==> src/rtl/emf_pkg.sv <==
// Shared types, constants and date helpers for the Easter movable feasts unit
`timescale 1ns / 1ps
package emf_pkg;

  // field widths
  localparam int YEAR_W = 14;
  localparam int DOM_W  = 5;
  localparam int MON_W  = 3;
  localparam int ORD_W  = 9;

  // default depth of the queue between front and back
  localparam int QUEUE_DEPTH = 2;

  // valid year range
  localparam logic [YEAR_W-1:0] YEAR_MIN = 14'd1583;
  localparam logic [YEAR_W-1:0] YEAR_MAX = 14'd9999;

  // reciprocal multipliers for the constant divisions
  localparam int DIV100_MUL = 5243;   // y / 100 = (y * 5243) >> 19
  localparam int DIV100_SH  = 19;
  localparam int DIV19_MUL  = 27595;  // y / 19 = (y * 27595) >> 19
  localparam int DIV19_SH   = 19;
  localparam int DIV25_MUL  = 41;     // x / 25 = (x * 41) >> 10 for x < 172
  localparam int DIV3_MUL   = 171;    // x / 3 = (x * 171) >> 9 for x < 165
  localparam int DIV30_MUL  = 2185;   // x / 30 = (x * 2185) >> 16 for x < 1024
  localparam int DIV7_MUL   = 147;    // x / 7 = (x * 147) >> 10 for x < 128

  // computus constants
  localparam int H_BIAS    = 75;   // 15 plus 60 to keep the sum positive
  localparam int L_BIAS    = 67;   // 32 plus 35 to keep the sum positive
  localparam int M_LIMIT   = 451;
  localparam int BASE_BIAS = 114;
  localparam int APR_BASE  = 124;  // base value of 1 April

  // day offsets of the feasts
  localparam int CARNIVAL_BACK  = 49;
  localparam int FRIDAY_BACK    = 2;
  localparam int ASCENSION_FWD  = 39;
  localparam int PENTECOST_FWD  = 49;

  // month codes
  localparam logic [MON_W-1:0] MON_JAN = 3'd1;
  localparam logic [MON_W-1:0] MON_FEB = 3'd2;
  localparam logic [MON_W-1:0] MON_MAR = 3'd3;
  localparam logic [MON_W-1:0] MON_APR = 3'd4;
  localparam logic [MON_W-1:0] MON_MAY = 3'd5;
  localparam logic [MON_W-1:0] MON_JUN = 3'd6;
  localparam logic [MON_W-1:0] MON_JUL = 3'd7;

  // days before the first of each month in a common year
  localparam logic [ORD_W-1:0] END_JAN = 9'd31;
  localparam logic [ORD_W-1:0] END_FEB = 9'd59;
  localparam logic [ORD_W-1:0] END_MAR = 9'd90;
  localparam logic [ORD_W-1:0] END_APR = 9'd120;
  localparam logic [ORD_W-1:0] END_MAY = 9'd151;
  localparam logic [ORD_W-1:0] END_JUN = 9'd181;

  // item handed from front to back
  typedef struct packed {
    logic [YEAR_W-1:0] year;
    logic [7:0]        q100;
    logic [9:0]        q19;
    logic              in_range;
  } front_item_t;

  typedef struct packed {
    logic [MON_W-1:0] mon;
    logic [DOM_W-1:0] dom;
  } date_t;

  // one result transaction
  typedef struct packed {
    logic             year_in_range;
    logic             leap_flag;
    logic [DOM_W-1:0] easter_dom;
    logic [MON_W-1:0] easter_mon;
    logic [DOM_W-1:0] carnival_dom;
    logic [1:0]       carnival_mon;
    logic [DOM_W-1:0] friday_dom;
    logic [MON_W-1:0] friday_mon;
    logic [DOM_W-1:0] ascension_dom;
    logic [MON_W-1:0] ascension_mon;
    logic [DOM_W-1:0] pentecost_dom;
    logic [MON_W-1:0] pentecost_mon;
  } result_t;

  // day of year to month and day, first half of the year
  function automatic date_t ord_to_date(logic [ORD_W-1:0] ord, logic leap);
    logic [ORD_W-1:0] lp;
    logic [ORD_W-1:0] diff;
    date_t            r;
    lp = {{(ORD_W-1){1'b0}}, leap};
    if (ord <= END_JAN) begin
      r.mon = MON_JAN;
      diff  = ord;
    end else if (ord <= END_FEB + lp) begin
      r.mon = MON_FEB;
      diff  = ord - END_JAN;
    end else if (ord <= END_MAR + lp) begin
      r.mon = MON_MAR;
      diff  = ord - END_FEB - lp;
    end else if (ord <= END_APR + lp) begin
      r.mon = MON_APR;
      diff  = ord - END_MAR - lp;
    end else if (ord <= END_MAY + lp) begin
      r.mon = MON_MAY;
      diff  = ord - END_APR - lp;
    end else if (ord <= END_JUN + lp) begin
      r.mon = MON_JUN;
      diff  = ord - END_MAY - lp;
    end else begin
      r.mon = MON_JUL;
      diff  = ord - END_JUN - lp;
    end
    r.dom = diff[DOM_W-1:0];
    return r;
  endfunction

endpackage

==> src/rtl/emf_front.sv <==
// Front stage: takes a year, checks its range and forms the century and cycle quotients
`timescale 1ns / 1ps
module emf_front (
  input  logic                           clk,
  input  logic                           rst_n,
  input  logic                           in_valid,
  output logic                           in_ready,
  input  logic [emf_pkg::YEAR_W-1:0]     in_year,
  output logic                           push,
  output emf_pkg::front_item_t           push_item,
  input  logic                           full
);

  logic                 f_v_r, f_v_nxt;
  emf_pkg::front_item_t item_r, item_nxt;
  logic [26:0]          p100;
  logic [28:0]          p19;
  logic                 take;

  // stage handshake: a held item leaves as soon as the queue has room
  assign in_ready  = !f_v_r || !full;
  assign take      = in_valid && in_ready;
  assign push      = f_v_r;
  assign push_item = item_r;

  // reciprocal products for y / 100 and y / 19
  always_comb begin
    p100 = 27'(in_year) * 27'(emf_pkg::DIV100_MUL);
    p19  = 29'(in_year) * 29'(emf_pkg::DIV19_MUL);
    item_nxt.year     = in_year;
    item_nxt.q100     = 8'(p100 >> emf_pkg::DIV100_SH);
    item_nxt.q19      = 10'(p19 >> emf_pkg::DIV19_SH);
    item_nxt.in_range = (in_year >= emf_pkg::YEAR_MIN) && (in_year <= emf_pkg::YEAR_MAX);
  end

  // valid flag of the front register
  always_comb begin
    if (take) begin
      f_v_nxt = 1'b1;
    end else if (f_v_r && !full) begin
      f_v_nxt = 1'b0;
    end else begin
      f_v_nxt = f_v_r;
    end
  end

  always_ff @(posedge clk) begin
    if (!rst_n) begin
      f_v_r <= 1'b0;
    end else begin
      f_v_r <= f_v_nxt;
    end
  end

  // payload register
  always_ff @(posedge clk) begin
    if (take) begin
      item_r <= item_nxt;
    end
  end

endmodule

==> src/rtl/emf_queue.sv <==
// Short register queue between the front and the back
`timescale 1ns / 1ps
module emf_queue #(
  parameter int DEPTH = emf_pkg::QUEUE_DEPTH
) (
  input  logic                 clk,
  input  logic                 rst_n,
  input  logic                 push,
  input  emf_pkg::front_item_t push_item,
  output logic                 full,
  input  logic                 pop,
  output emf_pkg::front_item_t pop_item,
  output logic                 not_empty
);

  localparam int PW = $clog2(DEPTH);
  localparam int CW = $clog2(DEPTH + 1);

  emf_pkg::front_item_t mem_r [DEPTH];
  logic [PW-1:0]        wr_ptr_r, wr_ptr_nxt;
  logic [PW-1:0]        rd_ptr_r, rd_ptr_nxt;
  logic [CW-1:0]        count_r, count_nxt;
  logic                 do_push, do_pop;

  assign full      = (count_r == CW'(DEPTH));
  assign not_empty = (count_r != '0);
  assign do_push   = push && !full;
  assign do_pop    = pop && not_empty;
  assign pop_item  = mem_r[rd_ptr_r];

  // pointer and fill count update
  always_comb begin
    wr_ptr_nxt = wr_ptr_r;
    rd_ptr_nxt = rd_ptr_r;
    count_nxt  = count_r;
    if (do_push) begin
      wr_ptr_nxt = (wr_ptr_r == PW'(DEPTH - 1)) ? '0 : wr_ptr_r + 1'b1;
    end
    if (do_pop) begin
      rd_ptr_nxt = (rd_ptr_r == PW'(DEPTH - 1)) ? '0 : rd_ptr_r + 1'b1;
    end
    if (do_push && !do_pop) begin
      count_nxt = count_r + 1'b1;
    end else if (do_pop && !do_push) begin
      count_nxt = count_r - 1'b1;
    end
  end

  always_ff @(posedge clk) begin
    if (!rst_n) begin
      wr_ptr_r <= '0;
      rd_ptr_r <= '0;
      count_r  <= '0;
    end else begin
      wr_ptr_r <= wr_ptr_nxt;
      rd_ptr_r <= rd_ptr_nxt;
      count_r  <= count_nxt;
    end
  end

  // entry storage
  always_ff @(posedge clk) begin
    if (do_push) begin
      mem_r[wr_ptr_r] <= push_item;
    end
  end

  // fill count never passes the depth
  assert property (@(posedge clk) disable iff (!rst_n) count_r <= CW'(DEPTH))
    else $error("queue count above depth");

  // a push and a pop together leave the count unchanged
  assert property (@(posedge clk) disable iff (!rst_n)
    (do_push && do_pop) |=> $stable(count_r))
    else $error("queue count moved on push with pop");

endmodule

==> src/rtl/emf_back.sv <==
// Back pipeline: computus steps, Easter date and the four feast dates
`timescale 1ns / 1ps
module emf_back (
  input  logic                 clk,
  input  logic                 rst_n,
  input  logic                 q_valid,
  input  emf_pkg::front_item_t q_item,
  output logic                 q_pop,
  output logic                 out_valid,
  input  logic                 out_ready,
  output emf_pkg::result_t     out_item
);

  // stage valid flags and enables
  logic s1_v_r, s2_v_r, s3_v_r, s4_v_r, s5_v_r, s6_v_r, out_v_r;
  logic en1, en2, en3, en4, en5, en6, en_out;

  // stage 1 registers
  logic [4:0] s1_a_r, s1_a_nxt;
  logic [7:0] s1_b_r;
  logic [6:0] s1_c_r, s1_c_nxt;
  logic [2:0] s1_f_r, s1_f_nxt;
  logic [1:0] s1_ylo_r;
  logic       s1_inr_r;
  // stage 2 registers
  logic [9:0] s2_hsum_r, s2_hsum_nxt;
  logic [4:0] s2_a_r;
  logic [1:0] s2_e_r;
  logic [4:0] s2_i_r;
  logic [1:0] s2_k_r;
  logic       s2_leap_r, s2_leap_nxt;
  logic       s2_inr_r;
  // stage 3 registers
  logic [4:0] s3_h_r, s3_h_nxt;
  logic [4:0] s3_a_r;
  logic [1:0] s3_e_r;
  logic [4:0] s3_i_r;
  logic [1:0] s3_k_r;
  logic       s3_leap_r, s3_inr_r;
  // stage 4 registers
  logic [2:0] s4_l_r, s4_l_nxt;
  logic [4:0] s4_h_r;
  logic [4:0] s4_a_r;
  logic       s4_leap_r, s4_inr_r;
  // stage 5 registers
  logic       s5_apr_r, s5_apr_nxt;
  logic [4:0] s5_edom_r, s5_edom_nxt;
  logic       s5_leap_r, s5_inr_r;
  // stage 6 registers
  logic       s6_apr_r;
  logic [4:0] s6_edom_r;
  logic       s6_leap_r, s6_inr_r;
  logic [8:0] s6_carn_r, s6_carn_nxt;
  logic [8:0] s6_fri_r, s6_fri_nxt;
  logic [8:0] s6_asc_r, s6_asc_nxt;
  logic [8:0] s6_pen_r, s6_pen_nxt;
  // output register
  emf_pkg::result_t out_r, out_nxt;

  // combinational helpers
  logic [13:0] a_full, c_full, a_mul, c_mul;
  logic [7:0]  b8;
  logic [13:0] f_prod;
  logic [7:0]  gx;
  logic [15:0] g_prod;
  logic [5:0]  g, d;
  logic [21:0] hq_prod;
  logic [4:0]  hq;
  logic [9:0]  h_full;
  logic [6:0]  lsum, l_full;
  logic [14:0] lq_prod;
  logic [4:0]  lq;
  logic [8:0]  msum;
  logic        m_hit;
  logic [7:0]  base, edom_full;
  logic [8:0]  eord;
  emf_pkg::date_t carn_d, fri_d, asc_d, pen_d;

  // stall chain: a stage moves when empty or when the next one moves
  assign en_out = !out_v_r || out_ready;
  assign en6    = !s6_v_r || en_out;
  assign en5    = !s5_v_r || en6;
  assign en4    = !s4_v_r || en5;
  assign en3    = !s3_v_r || en4;
  assign en2    = !s2_v_r || en3;
  assign en1    = !s1_v_r || en2;
  assign q_pop  = q_valid && en1;

  assign out_valid = out_v_r;
  assign out_item  = out_r;

  always_ff @(posedge clk) begin
    if (!rst_n) begin
      s1_v_r  <= 1'b0;
      s2_v_r  <= 1'b0;
      s3_v_r  <= 1'b0;
      s4_v_r  <= 1'b0;
      s5_v_r  <= 1'b0;
      s6_v_r  <= 1'b0;
      out_v_r <= 1'b0;
    end else begin
      if (en1) s1_v_r <= q_valid;
      if (en2) s2_v_r <= s1_v_r;
      if (en3) s3_v_r <= s2_v_r;
      if (en4) s4_v_r <= s3_v_r;
      if (en5) s5_v_r <= s4_v_r;
      if (en6) s6_v_r <= s5_v_r;
      if (en_out) out_v_r <= s6_v_r;
    end
  end

  // stage 1: golden number, year in century and century correction
  always_comb begin
    a_mul    = 14'(q_item.q19) * 14'(19);
    a_full   = q_item.year - a_mul;
    c_mul    = 14'(q_item.q100) * 14'(100);
    c_full   = q_item.year - c_mul;
    s1_a_nxt = a_full[4:0];
    s1_c_nxt = c_full[6:0];
    b8       = q_item.q100 + 8'd8;
    f_prod   = 14'(b8) * 14'(emf_pkg::DIV25_MUL);
    s1_f_nxt = f_prod[12:10];
  end

  always_ff @(posedge clk) begin
    if (en1) begin
      s1_a_r   <= s1_a_nxt;
      s1_b_r   <= q_item.q100;
      s1_c_r   <= s1_c_nxt;
      s1_f_r   <= s1_f_nxt;
      s1_ylo_r <= q_item.year[1:0];
      s1_inr_r <= q_item.in_range;
    end
  end

  // stage 2: epact sum before the mod 30, and the leap rule
  always_comb begin
    d           = s1_b_r[7:2];
    gx          = s1_b_r + 8'd1 - 8'(s1_f_r);
    g_prod      = 16'(gx) * 16'(emf_pkg::DIV3_MUL);
    g           = g_prod[14:9];
    s2_hsum_nxt = 10'(s1_a_r) * 10'(19) + 10'(s1_b_r) + 10'(emf_pkg::H_BIAS)
                  - 10'(d) - 10'(g);
    if (s1_c_r == 7'd0) begin
      s2_leap_nxt = (s1_b_r[1:0] == 2'd0);
    end else begin
      s2_leap_nxt = (s1_ylo_r == 2'd0);
    end
  end

  always_ff @(posedge clk) begin
    if (en2) begin
      s2_hsum_r <= s2_hsum_nxt;
      s2_a_r    <= s1_a_r;
      s2_e_r    <= s1_b_r[1:0];
      s2_i_r    <= s1_c_r[6:2];
      s2_k_r    <= s1_c_r[1:0];
      s2_leap_r <= s2_leap_nxt;
      s2_inr_r  <= s1_inr_r;
    end
  end

  // stage 3: h = sum mod 30
  always_comb begin
    hq_prod  = 22'(s2_hsum_r) * 22'(emf_pkg::DIV30_MUL);
    hq       = hq_prod[20:16];
    h_full   = s2_hsum_r - 10'(hq) * 10'(30);
    s3_h_nxt = h_full[4:0];
  end

  always_ff @(posedge clk) begin
    if (en3) begin
      s3_h_r    <= s3_h_nxt;
      s3_a_r    <= s2_a_r;
      s3_e_r    <= s2_e_r;
      s3_i_r    <= s2_i_r;
      s3_k_r    <= s2_k_r;
      s3_leap_r <= s2_leap_r;
      s3_inr_r  <= s2_inr_r;
    end
  end

  // stage 4: weekday correction l = sum mod 7
  always_comb begin
    lsum     = 7'(emf_pkg::L_BIAS) + 7'({s3_e_r, 1'b0}) + 7'({s3_i_r, 1'b0})
               - 7'(s3_h_r) - 7'(s3_k_r);
    lq_prod  = 15'(lsum) * 15'(emf_pkg::DIV7_MUL);
    lq       = lq_prod[14:10];
    l_full   = lsum - 7'(lq) * 7'(7);
    s4_l_nxt = l_full[2:0];
  end

  always_ff @(posedge clk) begin
    if (en4) begin
      s4_l_r    <= s4_l_nxt;
      s4_h_r    <= s3_h_r;
      s4_a_r    <= s3_a_r;
      s4_leap_r <= s3_leap_r;
      s4_inr_r  <= s3_inr_r;
    end
  end

  // stage 5: m correction, Easter month and day
  always_comb begin
    msum        = 9'(s4_a_r) + 9'(s4_h_r) * 9'(11) + 9'(s4_l_r) * 9'(22);
    m_hit       = (msum >= 9'(emf_pkg::M_LIMIT));
    base        = 8'(s4_h_r) + 8'(s4_l_r) + 8'(emf_pkg::BASE_BIAS) - (m_hit ? 8'd7 : 8'd0);
    s5_apr_nxt  = (base >= 8'(emf_pkg::APR_BASE));
    edom_full   = s5_apr_nxt ? base - 8'(emf_pkg::APR_BASE - 1)
                             : base - 8'(emf_pkg::APR_BASE - 32);
    s5_edom_nxt = edom_full[4:0];
  end

  always_ff @(posedge clk) begin
    if (en5) begin
      s5_apr_r  <= s5_apr_nxt;
      s5_edom_r <= s5_edom_nxt;
      s5_leap_r <= s4_leap_r;
      s5_inr_r  <= s4_inr_r;
    end
  end

  // stage 6: day of year of Easter and of each feast
  always_comb begin
    eord        = 9'(s5_edom_r) + (s5_apr_r ? emf_pkg::END_MAR : emf_pkg::END_FEB)
                  + 9'(s5_leap_r);
    s6_carn_nxt = eord - 9'(emf_pkg::CARNIVAL_BACK);
    s6_fri_nxt  = eord - 9'(emf_pkg::FRIDAY_BACK);
    s6_asc_nxt  = eord + 9'(emf_pkg::ASCENSION_FWD);
    s6_pen_nxt  = eord + 9'(emf_pkg::PENTECOST_FWD);
  end

  always_ff @(posedge clk) begin
    if (en6) begin
      s6_apr_r  <= s5_apr_r;
      s6_edom_r <= s5_edom_r;
      s6_leap_r <= s5_leap_r;
      s6_inr_r  <= s5_inr_r;
      s6_carn_r <= s6_carn_nxt;
      s6_fri_r  <= s6_fri_nxt;
      s6_asc_r  <= s6_asc_nxt;
      s6_pen_r  <= s6_pen_nxt;
    end
  end

  // output stage: day of year back to month and day
  always_comb begin
    carn_d = emf_pkg::ord_to_date(s6_carn_r, s6_leap_r);
    fri_d  = emf_pkg::ord_to_date(s6_fri_r, s6_leap_r);
    asc_d  = emf_pkg::ord_to_date(s6_asc_r, s6_leap_r);
    pen_d  = emf_pkg::ord_to_date(s6_pen_r, s6_leap_r);
    out_nxt.year_in_range = s6_inr_r;
    out_nxt.leap_flag     = s6_leap_r;
    out_nxt.easter_dom    = s6_edom_r;
    out_nxt.easter_mon    = s6_apr_r ? emf_pkg::MON_APR : emf_pkg::MON_MAR;
    out_nxt.carnival_dom  = carn_d.dom;
    out_nxt.carnival_mon  = carn_d.mon[1:0];
    out_nxt.friday_dom    = fri_d.dom;
    out_nxt.friday_mon    = fri_d.mon;
    out_nxt.ascension_dom = asc_d.dom;
    out_nxt.ascension_mon = asc_d.mon;
    out_nxt.pentecost_dom = pen_d.dom;
    out_nxt.pentecost_mon = pen_d.mon;
  end

  always_ff @(posedge clk) begin
    if (en_out) begin
      out_r <= out_nxt;
    end
  end

  // Easter day of month is never zero
  assert property (@(posedge clk) disable iff (!rst_n) s5_v_r |-> (s5_edom_r != 5'd0))
    else $error("easter day of month is zero");

  // carnival always lands in February or March
  assert property (@(posedge clk) disable iff (!rst_n)
    out_v_r |-> (out_r.carnival_mon == emf_pkg::MON_FEB[1:0] ||
                 out_r.carnival_mon == emf_pkg::MON_MAR[1:0]))
    else $error("carnival month out of range");

  // a finished item in stage 6 reaches the output register when it moves
  assert property (@(posedge clk) disable iff (!rst_n) (s6_v_r && en_out) |=> out_v_r)
    else $error("stage 6 transaction lost");

  // Whitsunday is in May or June
  assert property (@(posedge clk) disable iff (!rst_n)
    out_v_r |-> (out_r.pentecost_mon == emf_pkg::MON_MAY ||
                 out_r.pentecost_mon == emf_pkg::MON_JUN))
    else $error("whitsunday month out of range");

endmodule

==> src/rtl/easter_movable_feasts_unit.sv <==
// Top level: Easter and movable feast dates for a Gregorian year
//
//   channel | direction | handshake            | payload
//   --------+-----------+----------------------+----------------------------------
//   in_     | input     | in_valid / in_ready  | in_year (14 bits)
//   out_    | output    | out_valid / out_ready| range, leap, Easter and four feasts
//
// One year per cycle is taken and one result per cycle is given while out_ready is high.
// From acceptance to out_valid, after the front register the item
//   moves through one queue slot, six back stages and the output register; the six back
//   stages follow the dependent steps of the computus.
// Reset (rst_n low, synchronous) empties the front register, the queue and all stages.
// A stall on out_ready backs up the back pipeline stage by stage; the front keeps
//   taking years until the queue between the two fills up.
`timescale 1ns / 1ps
module easter_movable_feasts_unit #(
  parameter int QUEUE_DEPTH = emf_pkg::QUEUE_DEPTH
) (
  input  logic                       clk,
  input  logic                       rst_n,
  input  logic                       in_valid,
  output logic                       in_ready,
  input  logic [emf_pkg::YEAR_W-1:0] in_year,
  output logic                       out_valid,
  input  logic                       out_ready,
  output logic                       out_year_in_range,
  output logic                       out_leap_flag,
  output logic [4:0]                 out_easter_dom,
  output logic [2:0]                 out_easter_mon,
  output logic [4:0]                 out_carnival_dom,
  output logic [1:0]                 out_carnival_mon,
  output logic [4:0]                 out_friday_dom,
  output logic [2:0]                 out_friday_mon,
  output logic [4:0]                 out_ascension_dom,
  output logic [2:0]                 out_ascension_mon,
  output logic [4:0]                 out_pentecost_dom,
  output logic [2:0]                 out_pentecost_mon
);

  logic                 push, full, pop, not_empty;
  emf_pkg::front_item_t push_item, pop_item;
  emf_pkg::result_t     res;

  // front: accept and prepare quotients
  emf_front u_front (
    .clk       (clk),
    .rst_n     (rst_n),
    .in_valid  (in_valid),
    .in_ready  (in_ready),
    .in_year   (in_year),
    .push      (push),
    .push_item (push_item),
    .full      (full)
  );

  // queue between front and back
  emf_queue #(
    .DEPTH (QUEUE_DEPTH)
  ) u_queue (
    .clk       (clk),
    .rst_n     (rst_n),
    .push      (push),
    .push_item (push_item),
    .full      (full),
    .pop       (pop),
    .pop_item  (pop_item),
    .not_empty (not_empty)
  );

  // back: computus and feast dates
  emf_back u_back (
    .clk       (clk),
    .rst_n     (rst_n),
    .q_valid   (not_empty),
    .q_item    (pop_item),
    .q_pop     (pop),
    .out_valid (out_valid),
    .out_ready (out_ready),
    .out_item  (res)
  );

  // result fields
  assign out_year_in_range = res.year_in_range;
  assign out_leap_flag     = res.leap_flag;
  assign out_easter_dom    = res.easter_dom;
  assign out_easter_mon    = res.easter_mon;
  assign out_carnival_dom  = res.carnival_dom;
  assign out_carnival_mon  = res.carnival_mon;
  assign out_friday_dom    = res.friday_dom;
  assign out_friday_mon    = res.friday_mon;
  assign out_ascension_dom = res.ascension_dom;
  assign out_ascension_mon = res.ascension_mon;
  assign out_pentecost_dom = res.pentecost_dom;
  assign out_pentecost_mon = res.pentecost_mon;

endmodule
==> config.mk <==
export PLATFORM = sky130hd
export DESIGN_NAME = easter_movable_feasts_unit
export DESIGN_NICKNAME = d
export VERILOG_FILES = /design/src/rtl/emf_pkg.sv /design/src/rtl/emf_front.sv /design/src/rtl/emf_queue.sv /design/src/rtl/emf_back.sv /design/src/rtl/easter_movable_feasts_unit.sv
export SDC_FILE = /design/constraint.sdc
export NUM_CORES = 1
export LEC_CHECK = 0
export CAP_MARGIN = 20
export CORE_MARGIN = 1
export CORE_UTILIZATION = 65
export CTS_CLUSTER_DIAMETER = 50
export CTS_CLUSTER_SIZE = 24
export DETAILED_ROUTE_END_ITERATION = 10
export DONT_BUFFER_PORTS = 1
export PLACE_DENSITY_LB_ADDON = 0.05
export SLEW_MARGIN = 20
export SYNTH_ARGS = -nofsm -noshare
export SYNTH_HDL_FRONTEND = slang
export SYNTH_SLANG_ARGS = --single-unit
==> constraint.sdc <==
create_clock -name clk -period 9.6 [get_ports clk]
set_input_delay 1.92 -clock clk [delete_from_list [all_inputs] [get_ports clk]]
set_output_delay 1.92 -clock clk [all_outputs]
set_load 0.02 [all_outputs]
==> impl_metrics.ini <==
[outcome]
outcome = complete, no violations

[placed_design]
dp_hpwl_um = 41000
place_area_um2 = 26400
placed_cells = 2862
place.gp.congestion = 0.954
pre_cts_ws_ns = 0.896
port-buffer-count = 0

[critical_path]
cp_slowest_cell = fa_1
critPathMaxStageDelay_ns = 0.56
cp_common_cell = fa_1
crit_arrival_ns = 9.14
required_ns = 9.92
crit_fanout = 4
worst-setup-path-type = flop to flop
worstRegToRegCells = 32
startpoint_type = flop
crit_path_end_kind = flop
r2r_slack_ns = 0.77

[synth]
synth_cells = 2364
async_reset_ff_share_pct = 0
ys_types = 90
yosysWarnings = 0
synth.avg_cell_area_um2 = 10.9
ys_seq_elements = 248
synth_top_area_share_pct = 27.4
netlist_area_um2 = 25800
synthTopCellsByArea = edfxtp_1 (27%), ha_1 (25%), fa_1 (17%)
synth-seq-area-share_pct = 28.4
yosysTopAreaCell = edfxtp_1
synth-edff-count = 235
synth_ff_type = edfxtp_1

[grt]
grt_pass1_vias = 17835
grt_overflow_total = 0
antenna_found_initial = 0
track_usage_pct = 26.2
grt_max_degree = 41
grt_pass1_wl_um = 86400

[worst_hold_path]
hold_path_class = flop to flop
hold_depth = 0

[clocking]
tritoncts = yes
htreeDepth = 1
post_cts_buffers = 0
clockBufferDepth = 3
clkSinkCount = 248
cts_buffers = 28
root_buffer = clkbuf_16
ctsResizeCount = 0
cts_hold_buf = 0
clk_latency_ns = 0.58
path_clk_slew_ns = 0.07

[routing]
wire_per_inst_um = 17.4
first_iter_violations = 838
wl_um = 50600
via_count = 16689
final_antenna_net_count = 0
via_per_inst = 5.73
drcViolationCount = 0
dr.pass1.iters = 5

[cells_and_area]
layout-area-overhead-vs-synth_pct = 6.10
antenna_cells = 0
finalNonFillerCells = 2914
nets = 3120
postLayoutCellArea_um2 = 27300
final_layout_size_suffix_gt1_share_pct = 3.88
final_cell_mix = ha_1 (514), inv_1 (491), edfxtp_1 (235)
layout_commonest_cell = ha_1

[timing]
fin_skew_ns = 0.0302
layout_min_cycle_time_ns = 8.83
finalMaxSlewViolations = 0
fin_ws_ns = 0.774
tns_ns = 0
setup_viol = 0
finalCritPeriodShare_pct = 91.9
maxSlewHeadroom_pct = 31.6
rsz0062_at_grt = no
tightest_slew_ns = 1.03
max_freq_ghz = 0.113
hold_viol = 0

[floorplan]
die_h_um = 201
num_rows = 72
die_area_um2 = 40400
die_w_um = 201
ioPinCount = 61
coreArea_um2 = 38800
start_util_pct = 66.4

[run]
maxCapViolCount = 0
-- final cells by class --
class                   count  area [µm²]
fillers                  2909       11500
well taps                 518         648
multi-input cells        1594       16500
flip-flops and latches    248        7320
repair buffers             10        75.1
clock inverters            24         280
clock buffers              28         701
inverters                 492        1850
-- registers in the layout, summed over array words and instances (netlist names), 6 cells and up, named ones only --
name               cells
u_back.s1_c_r          6
u_back.s6_fri_r        9
u_back.out_item       40
u_back.s6_pen_r        8
u_queue.mem_r         42
u_back.s1_b_r          8
u_front.push_item     21
u_back.s6_carn_r       6
u_back.s6_asc_r        7
u_back.s2_hsum_r      10
-- kinds of logic after synthesis --
group           count (synthesis)  share of synthesized area [%]
simple gates                  302                           5.90
compound gates                383                           10.1
fa+ha+maj                     728                           41.6
flops                         248                           28.4
buf+inv                       523                           7.72
other cells                     1                         0.0146
xor+xnor                      148                           5.03
mux                            31                           1.26
-- worst max-delay path, delay by kind of cell, from the launching register on --
| family | cells | cell delay (ns) |
|---|---|---|
| AOI/OAI and AO/OA | 9 | 1.78 |
| xor gates and xnor gates | 3 | 0.66 |
| DFF | 1 | 0.44 |
| buffers and inverters | 7 | 0.45 |
| adders and majority gates | 13 | 5.22 |
-- synth_stat cells (all sizes together), types with 24 or more instances --
library cell / n
clkbuf: 24
a21o: 41
a21oi: 94
o21ai: 65
xor2: 50
fa: 214
xnor2: 98
nor2: 67
nand3: 33
ha: 514
nand2: 78
edfxtp: 235
inv: 491
-- worst paths after layout --
path / start / endpoint
min: u_back.s2_i_r[4] / u_back.s3_i_r[4]
max: u_back.s1_b_r[1] / u_back.s2_hsum_r[9]
min reg2reg: u_back.s2_i_r[4] / u_back.s3_i_r[4]
max reg2reg: u_back.s1_b_r[1] / u_back.s2_hsum_r[9]
-- metrics by stage --
| step | utilization [%] | hold slack [ns] |
|---|---|---|
| after floorplan | - | 0.400 |
| after global placement | 67.9 | 0.404 |
| after detailed placement | 67.9 | 0.405 |
| after CTS | 70.4 | 0.407 |
| after global routing | 70.4 | 0.404 |
| final | 70.4 | 0.408 |
-- layer usage --
layer / GRT usage (%) / part of all wire, %
met1: 34.2 / 44
met5: 0 / 0
met4: 7.58 / 2.3
met3: 2.93 / 3.7
met2: 46.0 / 50
Power is not shown: default switching activity piles up to over one toggle a cycle in this logic, so the estimate is an artifact.
